--- config.mk ---
export PLATFORM = sky130hd
export DESIGN_NAME = dlf_mul
export DESIGN_NICKNAME = d
export VERILOG_FILES = /design/src/rtl/core/dlf_pkg.sv /design/src/rtl/core/dlf_mul.sv
export SDC_FILE = /design/constraint.sdc
export NUM_CORES = 1
export LEC_CHECK = 0
export ABC_CLOCK_PERIOD_IN_PS = 20000
export BUFFER_PORTS_ARGS = -buffer_cell sky130_fd_sc_hd__buf_2
export CAP_MARGIN = 40
export CELL_PAD_IN_SITES_DETAIL_PLACEMENT = 1
export CELL_PAD_IN_SITES_GLOBAL_PLACEMENT = 2
export CORE_UTILIZATION = 40
export CTS_BUF_LIST = sky130_fd_sc_hd__clkbuf_4 sky130_fd_sc_hd__clkbuf_8
export CTS_CLUSTER_SIZE = 25
export DETAILED_ROUTE_END_ITERATION = 8
export GPL_ROUTABILITY_DRIVEN = 0
export PLACE_DENSITY_LB_ADDON = 0.1
export SLEW_MARGIN = 10
export SYNTH_ARGS = -nofsm -noshare
export SYNTH_HDL_FRONTEND = slang
export SYNTH_SLANG_ARGS = --single-unit
--- constraint.sdc ---
create_clock -name clk -period 20 [get_ports clk]
set_clock_uncertainty 0.2 [all_clocks]
set_input_delay 3 -clock clk [delete_from_list [all_inputs] [get_ports clk]]
set_output_delay 3 -clock clk [all_outputs]
set_load 0.01 [all_outputs]
--- src/rtl/core/dlf_pkg.sv ---
// Package for the dense layer forward core: data widths, request and
// register codes, sequencer states and the sigmoid knot table.
// No dependencies.
`default_nettype none

package dlf_pkg;

	localparam int DATA_W     = 16;
	localparam int FRAC_W     = 12;
	localparam int ACC_W      = 40;
	localparam int PROD_W     = 2 * DATA_W;
	localparam int SUM_W      = ACC_W + 1;
	localparam int ROW_W      = 4;
	localparam int COL_W      = 6;
	localparam int ROWS       = 16;
	localparam int COLS       = 64;
	localparam int IN_CNT_W   = 7;
	localparam int OUT_CNT_W  = 5;
	localparam int REQ_W      = 2;
	localparam int CFG_IDX_W  = 2;
	localparam int CFG_W      = 7;
	localparam int IN_TDATA_W = 32;
	localparam int OUT_TDATA_W = 24;
	localparam int KNOT_W     = 13;
	localparam int KNOT_IDX_W = 5;
	localparam int SEG_W      = 11;
	localparam int MAG_W      = 15;

	localparam logic [REQ_W-1:0] REQ_WEIGHT = 2'd0;
	localparam logic [REQ_W-1:0] REQ_BIAS   = 2'd1;
	localparam logic [REQ_W-1:0] REQ_ELEM   = 2'd2;

	localparam logic [CFG_IDX_W-1:0] REG_ACT_MODE  = 2'd0;
	localparam logic [CFG_IDX_W-1:0] REG_IN_COUNT  = 2'd1;
	localparam logic [CFG_IDX_W-1:0] REG_OUT_COUNT = 2'd2;

	localparam logic ACT_TANH    = 1'b0;
	localparam logic ACT_SIGMOID = 1'b1;

	typedef enum logic [2:0] {
		ST_IDLE,
		ST_MAC,
		ST_SUM,
		ST_ACT,
		ST_OUT
	} state_t;

	typedef struct packed {
		logic in_ready;
		logic issue;
		logic sum_en;
		logic act_en;
		logic load;
	} ctl_t;

	localparam logic [KNOT_W-1:0] SIG_KNOTS [0:16] = '{
		13'd2048, 13'd2550, 13'd2994, 13'd3349, 13'd3608, 13'd3785,
		13'd3902, 13'd3976, 13'd4022, 13'd4051, 13'd4069, 13'd4079,
		13'd4086, 13'd4090, 13'd4092, 13'd4094, 13'd4095
	};

endpackage

`default_nettype wire

--- src/rtl/core/dlf_mul.sv ---
// Shared signed multiplier with a registered product for the dense layer core.
// Depends on dlf_pkg.
`default_nettype none

module dlf_mul
	import dlf_pkg::*;
(
	input  wire logic                     clk,
	input  wire logic                     en,
	input  wire logic signed [DATA_W-1:0] a,
	input  wire logic signed [DATA_W-1:0] b,
	output logic signed [PROD_W-1:0]      p_q
);

	always_ff @(posedge clk) begin
		if (en) begin
			p_q <= a * b;
		end
	end

endmodule

`default_nettype wire

==> results of run 1 <==
area by class of cell:
type / instances / area, um2 / area share
Clock buffer: 5 / 68.8 / 0.00594
Clock inverter: 3 / 37.5 / 0.00324
Inverter: 292 / 1100 / 0.0947
Multi-Input combinational cell: 767 / 8670 / 0.749
Sequential cell: 32 / 961 / 0.0830
Tap cell: 335 / 419 / 0.0362
Timing Repair Buffer: 65 / 325 / 0.0281
final timing paths:
path / cells past startpoint / end / startpoint
max: 19 / p_q[31]$_DFFE_PP_ / b[1]
min: 2 / p_q[0]$_DFFE_PP_ / b[0]
logic make-up after synthesis:
logic type	synth area share
simple gates	0.143
flops	0.0883
compound gates	0.0491
buf+inv	0.114
xor+xnor	0.0282
fa+ha+maj	0.576
routing by layer:
metal  track usage  wire length (um)  up-vias  part of all wire
met5             0                 0        -                 0
met4        0.0463               608        0             0.022
met3        0.0176               419       33             0.015
met2         0.403             15400       87              0.57
met1         0.248             10600     3983              0.39
li1              -                 -     3389                 -
cell usage after synthesis, drive strengths merged:
master / instances / area [um2]
o2111ai: 1 / 8.76
a21o: 7 / 53.8
o21a: 4 / 30.0
o31ai: 3 / 22.5
or3: 3 / 23.8
a211oi: 2 / 20.0
nand3b: 2 / 15.0
clkbuf: 32 / 124
edfxtp: 32 / 961
o211ai: 6 / 45.0
nand3: 8 / 40.0
inv: 292 / 1100
buf: 4 / 25.0
and3: 1 / 6.26
a31o: 1 / 8.76
nand2b: 4 / 25.0
a41o: 2 / 20.0
nand2: 132 / 495
o21bai: 4 / 30.0
nor4: 1 / 12.5
or4: 1 / 7.51
o21ai: 13 / 68.8
o22ai: 1 / 6.26
xor2: 4 / 35.0
fa: 262 / 5250
nor3b: 1 / 7.51
nand4: 2 / 12.5
a21oi: 26 / 130
xnor2: 31 / 272
nor2: 25 / 93.8
nor3: 4 / 20.0
a311oi: 2 / 17.5
nor4b: 1 / 8.76
nand4b: 1 / 8.76
a2111oi: 1 / 27.5
ha: 82 / 1030
or2: 1 / 6.26
and2: 124 / 777
o41ai: 1 / 16.3
a2bb2oi: 1 / 8.76
o211a: 2 / 20.0
per-stage QoR:
stage	hold WS [ns]	area, um2
finish	3.08	11600
global route	3.09	11600
CTS	3.09	11600
detailed placement	3.21	11500
global placement	3.21	11500
floorplan	2.91	10900
critical path, cell delays in order:
cell	delay (ns)
buf_2	0.30
nand2_1	0.16
inv_1	0.14
fa_1	0.54
fa_1	0.83
fa_1	0.52
fa_1	0.52
fa_1	0.50
inv_1	0.05
fa_1	0.47
inv_1	0.04
ha_1	0.34
and3_1	0.19
and2_2	0.17
nand3_1	0.08
o31ai_1	0.42
o2111ai_1	0.22
o21ai_0	0.25
xnor2_1	0.10
==> summary.txt, run 1 <==
Timing
  • Final setup vio count: 0
  • Slew headroom: 0.515
  • Min Tclk post-route: 9.00 ns
  • Tcrit/Tclk final: 0.450
  • PnR worst setup slack: 11.00 ns
  • Achievable clock frequency: 0.111 GHz
  • Setup TNS: 0 ns
  • Slew Limit Fails: 0
  • Unrepaired setup endpoints after global routing: false
  • Worst-Margin Slew: 0.727 ns
  • Final hold violation count: 0

Floorplan
  • Ports: 66
  • Die Span Y: 167 um
  • Initial core utilization: 0.413
  • Total Die Area: 27900 um2
  • DIE WIDTH: 167 um
  • Site row count: 59
  • Core Box Area: 26400 um2

Worst setup path
  • CP required: 19.85 ns
  • Critical Path Sink Type: flip-flop
  • Worst setup path class: in2reg
  • Worst setup SP type: input pin
  • Crit-path max FO: 16
  • Arrival time at the worst endpoint: 8.85 ns

Yosys
  • Post-synth design cell area: 10900 um2
  • Mapped Nets: 1505
  • Seq cells post-synth: 32
  • Synth warnings: 0
  • Sequential-to-total area share from yosys stat: 0.0883
  • Cells after Synth: 1127
  • Synth cell types: 49
  • Synth Area per Inst: 9.65 um2

Detailed routing
  • DR pass1 iterations: 4
  • # DRC: 0
  • Routed Antenna Nets: 0
  • Vias/cell: 5.00
  • Iteration-0 DRC Markers: 243
  • WL per Instance: 18.1 um
  • Final wirelength: 27.1 mm
  • Vias: 7492

Clocking
  • Clock buffer count from CTS: 5
  • Max clock buf depth: 2
  • Root buf cell: clkbuf_8
  • # clock sinks: 32
  • CTS clk-pin slew, worst paths: 0.07 ns
  • Post-CTS setup buffers: 0
  • H-tree depth: 2
  • Hold_buf cts: 0
  • Post_cts resized: 0
  • CTS tree: built

GRT
  • Global-route wire length before repair: 44.9 mm
  • GRT Total Usage: 0.208
  • Antenna violations before repair: 0
  • Largest net degree at the start of global routing: 33
  • Number of global-route vias before repair: 8644
  • Grt total ovfl: 0

Layout
  • Number of flip-flops in the largest register: 32
  • Layout cells sized above 1: 0.0696
  • Regs by FF count: p_q (32)
  • Core Util, Final: 0.439
  • Most common cell after layout, fill and taps aside: inv_1
  • Final #Nets: 1541
  • Area Growth Syn to Fin: 6.45%
  • Cell Count, Final, Fillers Out: 1499
  • Filler cell count: 3047
  • Most flop-heavy register: p_q
  • Antenna Cells: 0
  • Most frequent cells in the layout: inv_1, fa_1, nand2_1, and2_1, ha_1

Placed design
  • DP HPWL: 23.1 mm
  • Buffers on Ports: 65
  • Placed insts: 1491
  • Worst slack at placement: 10.65 ns

Job
  • Max cap viols: 0

Status
  • Status: finished, final reports clean

Hold path
  • Hold Crit Class: in2reg
Power of run 1 is left out: the tool's default activity adds up to more than one toggle a clock period on the data nets, which glitch-free logic cannot reach.
==> run 2, diff against run 1 <==
--- a/config.mk
+++ b/config.mk
@@ -5,12 +5,13 @@
 export SDC_FILE = /design/constraint.sdc
 export NUM_CORES = 1
 export LEC_CHECK = 0
-export ABC_CLOCK_PERIOD_IN_PS = 20000
+export ABC_AREA = 1
+export ABC_CLOCK_PERIOD_IN_PS = 7690
 export BUFFER_PORTS_ARGS = -buffer_cell sky130_fd_sc_hd__buf_2
 export CAP_MARGIN = 40
 export CELL_PAD_IN_SITES_DETAIL_PLACEMENT = 1
 export CELL_PAD_IN_SITES_GLOBAL_PLACEMENT = 2
-export CORE_UTILIZATION = 40
+export CORE_UTILIZATION = 36
 export CTS_BUF_LIST = sky130_fd_sc_hd__clkbuf_4 sky130_fd_sc_hd__clkbuf_8
 export CTS_CLUSTER_SIZE = 25
 export DETAILED_ROUTE_END_ITERATION = 8
==> constraint.sdc (replaced) <==
create_clock -name clk -period 7.69 [get_ports clk]
set_clock_uncertainty 0.2 [all_clocks]
set_input_delay 1.1535 -clock clk [delete_from_list [all_inputs] [get_ports clk]]
set_output_delay 1.1535 -clock clk [all_outputs]
set_load 0.01 [all_outputs]
==> run 2 against run 1 <==
Final cell count increased by 29%. Synthesized cell count increased by 32%. First-iteration DRC count increased by 48%. Global-route usage increased by 0.65 points. Sequential cell count unchanged. Synthesized area increased by 8.7%. Final area increased by 8.7%. Routed wire length increased by 21%. Largest cell class unchanged.
==> summary.txt, run 2 <==
GRT
  • Number of global-route vias before repair: 10300
  • Global Route met2 Usage: 0.409
  • Grt total ovfl: 0
  • GR Layer Usage met3: 0.0135
  • GRT Total Usage: 0.215
  • GR peak layer: met2
  • Met1 Usage GRT: 0.275
  • Antenna violations before repair: 0
  • Global-route wire length before repair: 55.2 mm
  • Largest net degree at the start of global routing: 33

Layout
  • Final #Nets: 1877
  • Number of flip-flops in the largest register: 32
  • Most frequent cells in the layout: inv_1, nand2_1, fa_1, ha_1, buf_2
  • Core Util, Final: 0.394
  • Antenna Cells: 0
  • Regs by FF count: p_q (32)
  • Cell Count, Final, Fillers Out: 1935
  • Most common cell after layout, fill and taps aside: inv_1
  • Area Growth Syn to Fin: 6.51%
  • Layout cells sized above 1: 0.0827
  • Most flop-heavy register: p_q

Job
  • Max cap viols: 0

Worst setup path
  • Worst setup SP type: input pin
  • CP required: 7.54 ns
  • Worst setup path class: in2reg
  • CP bufs+invs: 5
  • Critical Path Sink Type: flip-flop
  • Critical-path cell list: buf_2 -> nand2_1 -> inv_1 -> fa_1 -> fa_1 -> fa_1 -> fa_1 -> fa_1 -> inv_1 -> fa_1 -> inv_1 -> ha_1 -> nand2_1 -> nor2_1 -> inv_1 -> nor2_1 -> nand4_1 -> nand4_1 -> nand2_1
  • Slowest stage cell, crit path: fa_1
  • Max stage delay on crit path: 0.86 ns
  • CP most frequent cell: fa_1
  • Arrival time at the worst endpoint: 6.67 ns
  • Critical path's top delay family: adder cells
  • Crit-path max FO: 16

Clocking
  • CTS clk-pin slew, worst paths: 0.08 ns
  • H-tree depth: 2
  • Hold_buf cts: 0
  • Max clock buf depth: 2
  • CTS tree: built
  • Post_cts resized: 0
  • Clock buffer count from CTS: 5
  • # clock sinks: 32
  • Root buf cell: clkbuf_8
  • Post-CTS setup buffers: 0

Yosys
  • Synth warnings: 0
  • Seq cells post-synth: 32
  • Most frequent cell after synthesis: inv_1
  • Synth cell types: 28
  • Synth area leader: fa_1
  • Sequential-to-total area share from yosys stat: 0.0813
  • Async SR Flop Fraction: 0
  • Predominant post-synthesis flop cell: edfxtp_1
  • Post-synth EDFFs: 32
  • Synth top area share: 0.444
  • Post-synth design cell area: 11800 um2
  • Synth cell count leaders: inv_1, nand2_1, fa_1, ha_1, clkbuf_1
  • Cells after Synth: 1484
  • Synth Area per Inst: 7.97 um2
  • Area contributors post-synth: fa_1, inv_1, nand2_1, ha_1, edfxtp_1
  • Mapped Nets: 1862

Timing
  • Min Tclk post-route: 6.82 ns
  • Final hold violation count: 0
  • Setup TNS: 0 ns
  • Final setup vio count: 0
  • Unrepaired setup endpoints after global routing: false
  • Slew Limit Fails: 0
  • Worst-Margin Slew: 0.811 ns
  • Achievable clock frequency: 0.147 GHz
  • Slew headroom: 0.460
  • Tcrit/Tclk final: 0.887

Floorplan
  • Site row count: 65
  • DIE WIDTH: 183 um
  • Die Span Y: 183 um
  • Ports: 66
  • Total Die Area: 33600 um2
  • Initial core utilization: 0.370
  • Core Box Area: 32000 um2

Placed design
  • DP HPWL: 28.7 mm
  • Buffers on Ports: 65
  • Placed insts: 1927

Detailed routing
  • Routed Antenna Nets: 0
  • DR pass1 iterations: 5
  • Iteration-0 DRC Markers: 360
  • Vias: 8920
  • Final wirelength: 32.8 mm
  • Vias/cell: 4.61
  • WL per Instance: 17.0 um
  • # DRC: 0

Hold path
  • Hold Crit Class: in2reg

Status
  • Status: finished, final reports clean
[run 2: kinds of logic after synthesis]
| group | after synthesis | share of synthesized area |
|---|---|---|
| compound gates | 48 | 0.0229 |
| xor+xnor | 19 | 0.0141 |
| fa+ha+maj | 344 | 0.530 |
| buf+inv | 531 | 0.169 |
| flops | 32 | 0.0813 |
| simple gates | 510 | 0.183 |
[run 2: layout make-up]
cell class	instances	area, um2
timing repair buffer	67	340
multi-input combinational	921	8870
clock inverter	3	37.5
clock buffer	5	68.8
sequential	32	961
tap	435	544
fill	3952	19400
inverter	472	1770
[run 2: worst paths after layout]
| kind | end | startpoint | cells past startpoint | slack (ns) |
|---|---|---|---|---|
| max | p_q[24]$_DFFE_PP_ | b[2] | 19 | 0.87 |
| min | p_q[0]$_DFFE_PP_ | b[0] | 3 | 1.19 |
[run 2: through the flow]
stage          hold slack [ns]  area [um2]  setup slack [ns]
6_report                  1.19       12600             0.869
5_1_grt                   1.23       12600             0.537
4_1_cts                   1.18       12600             0.883
3_5_place_dp              1.37       12500             0.597
3_3_place_gp              1.36       12500             0.671
2_1_floorplan             1.07       11800              1.12
[run 2: routing by layer]
layer	part of all wire	up-vias
met1	0.44	4611
met2	0.53	95
li1	-	4192
met5	0	-
met4	0.0097	0
met3	0.018	22
Power of run 2 is left out for the same reason.
==> run 3, diff against run 2 <==
--- a/config.mk
+++ b/config.mk
@@ -16,6 +16,7 @@
 export CTS_CLUSTER_SIZE = 25
 export DETAILED_ROUTE_END_ITERATION = 8
 export GPL_ROUTABILITY_DRIVEN = 0
+export MAX_ROUTING_LAYER = met4
 export PLACE_DENSITY_LB_ADDON = 0.1
 export SLEW_MARGIN = 10
 export SYNTH_ARGS = -nofsm -noshare
==> run 3 against run 2 <==
Critical path type unchanged. Highest routed layer unchanged. Final cell count did not move. Maximum frequency is 0.25% higher. Final area is the same. Via count grew 0.38%.
==> summary.txt, run 3 (synthesis results as in run 2) <==
Floorplan
  • Die Span Y: 183 um
  • Core Box Area: 32000 um2
  • Site row count: 65
  • Total Die Area: 33600 um2
  • DIE WIDTH: 183 um
  • Initial core utilization: 0.370
  • Ports: 66

Layout
  • Layout cells sized above 1: 0.0827
  • Most flop-heavy register: p_q
  • Most frequent cells in the layout: inv_1, nand2_1, fa_1, ha_1, buf_2
  • Most common cell after layout, fill and taps aside: inv_1
  • Core Util, Final: 0.394
  • Regs by FF count: p_q (32)
  • Number of flip-flops in the largest register: 32
  • Antenna Cells: 0
  • Final #Nets: 1877
  • Area Growth Syn to Fin: 6.51%
  • Cell Count, Final, Fillers Out: 1935
  • Final Cell Area: 12600 um2

Timing
  • Min Tclk post-route: 6.80 ns
  • Slew Limit Fails: 0
  • Achievable clock frequency: 0.147 GHz
  • Unrepaired setup endpoints after global routing: false
  • Final setup vio count: 0
  • Setup TNS: 0 ns
  • Worst-Margin Slew: 0.821 ns
  • Tcrit/Tclk final: 0.885
  • Final hold violation count: 0
  • Slew headroom: 0.453

Placed design
  • Placed insts: 1927
  • DP HPWL: 28.7 mm
  • Buffers on Ports: 65
  • DP Area: 12500 um2

Hold path
  • Hold Crit Class: in2reg

GRT
  • Global-route wire length before repair: 55.2 mm
  • Grt total ovfl: 0
  • Number of global-route vias before repair: 10300
  • Largest net degree at the start of global routing: 33
  • GRT Total Usage: 0.221
  • Antenna violations before repair: 0

Clocking
  • Post-CTS setup buffers: 0
  • Hold_buf cts: 0
  • Post_cts resized: 0
  • CTS tree: built
  • Clock buffer count from CTS: 5
  • Max clock buf depth: 2
  • H-tree depth: 2
  • CTS clk-pin slew, worst paths: 0.08 ns
  • Root buf cell: clkbuf_8
  • # clock sinks: 32

Worst setup path
  • Critical path's top delay family: adder cells
  • Worst setup path class: in2reg
  • CP most frequent cell: fa_1
  • Critical Path Sink Type: flip-flop
  • CP bufs+invs: 5
  • Crit-path max FO: 16
  • Worst setup SP type: input pin
  • Max stage delay on crit path: 0.87 ns
  • CP required: 7.54 ns
  • Arrival time at the worst endpoint: 6.66 ns
  • Slowest stage cell, crit path: fa_1
  • Critical-path cell list: buf_2 -> nand2_1 -> inv_1 -> fa_1 -> fa_1 -> fa_1 -> fa_1 -> fa_1 -> inv_1 -> fa_1 -> inv_1 -> ha_1 -> nand2_1 -> nor2_1 -> inv_1 -> nor2_1 -> nand4_1 -> nand4_1 -> nand2_1

Job
  • Max cap viols: 0

Status
  • Status: finished, final reports clean

Detailed routing
  • Iteration-0 DRC Markers: 334
  • Vias: 8954
  • # DRC: 0
  • Vias/cell: 4.63
  • Routed Antenna Nets: 0
  • DR pass1 iterations: 5
  • Final wirelength: 32.8 mm
  • WL per Instance: 17.0 um
## run 3: cell counts in the layout (fill, tap and decap cells not counted)
Identical to the previous run, type by type.
## run 3: cell type report
class	instances	area, um2
fill	3952	19400
clock buffer	5	68.8
timing repair buffer	67	340
sequential	32	961
tap	435	544
clock inverter	3	37.5
multi-input combinational	921	8870
inverter	472	1770
## run 3: worst paths after layout
check | start | to | slack [ns] | depth (start not counted)
worst min-delay path | b[0] | p_q[0]$_DFFE_PP_ | 1.19 | 3
worst max-delay path | b[2] | p_q[24]$_DFFE_PP_ | 0.89 | 19
## run 3: per-layer routing
layer,global-route usage,part of all wire
met3,0.0129,0.019
met5,-,0
met1,0.274,0.44
met2,0.409,0.53
met4,0.0210,0.0081
## run 3: stage by stage
stage / hold slack (ns) / setup slack (ns)
finish: 1.19 / 0.886
global route: 1.23 / 0.540
CTS: 1.18 / 0.883
detailed placement: 1.37 / 0.597
global placement: 1.36 / 0.671
floorplan: 1.07 / 1.12
## run 3: tightest hold or removal path, cell delays in order
cell	delay, ns
buf_2	0.23
nand2_1	0.10
inv_1	0.04
Power of run 3 is left out for the same reason.
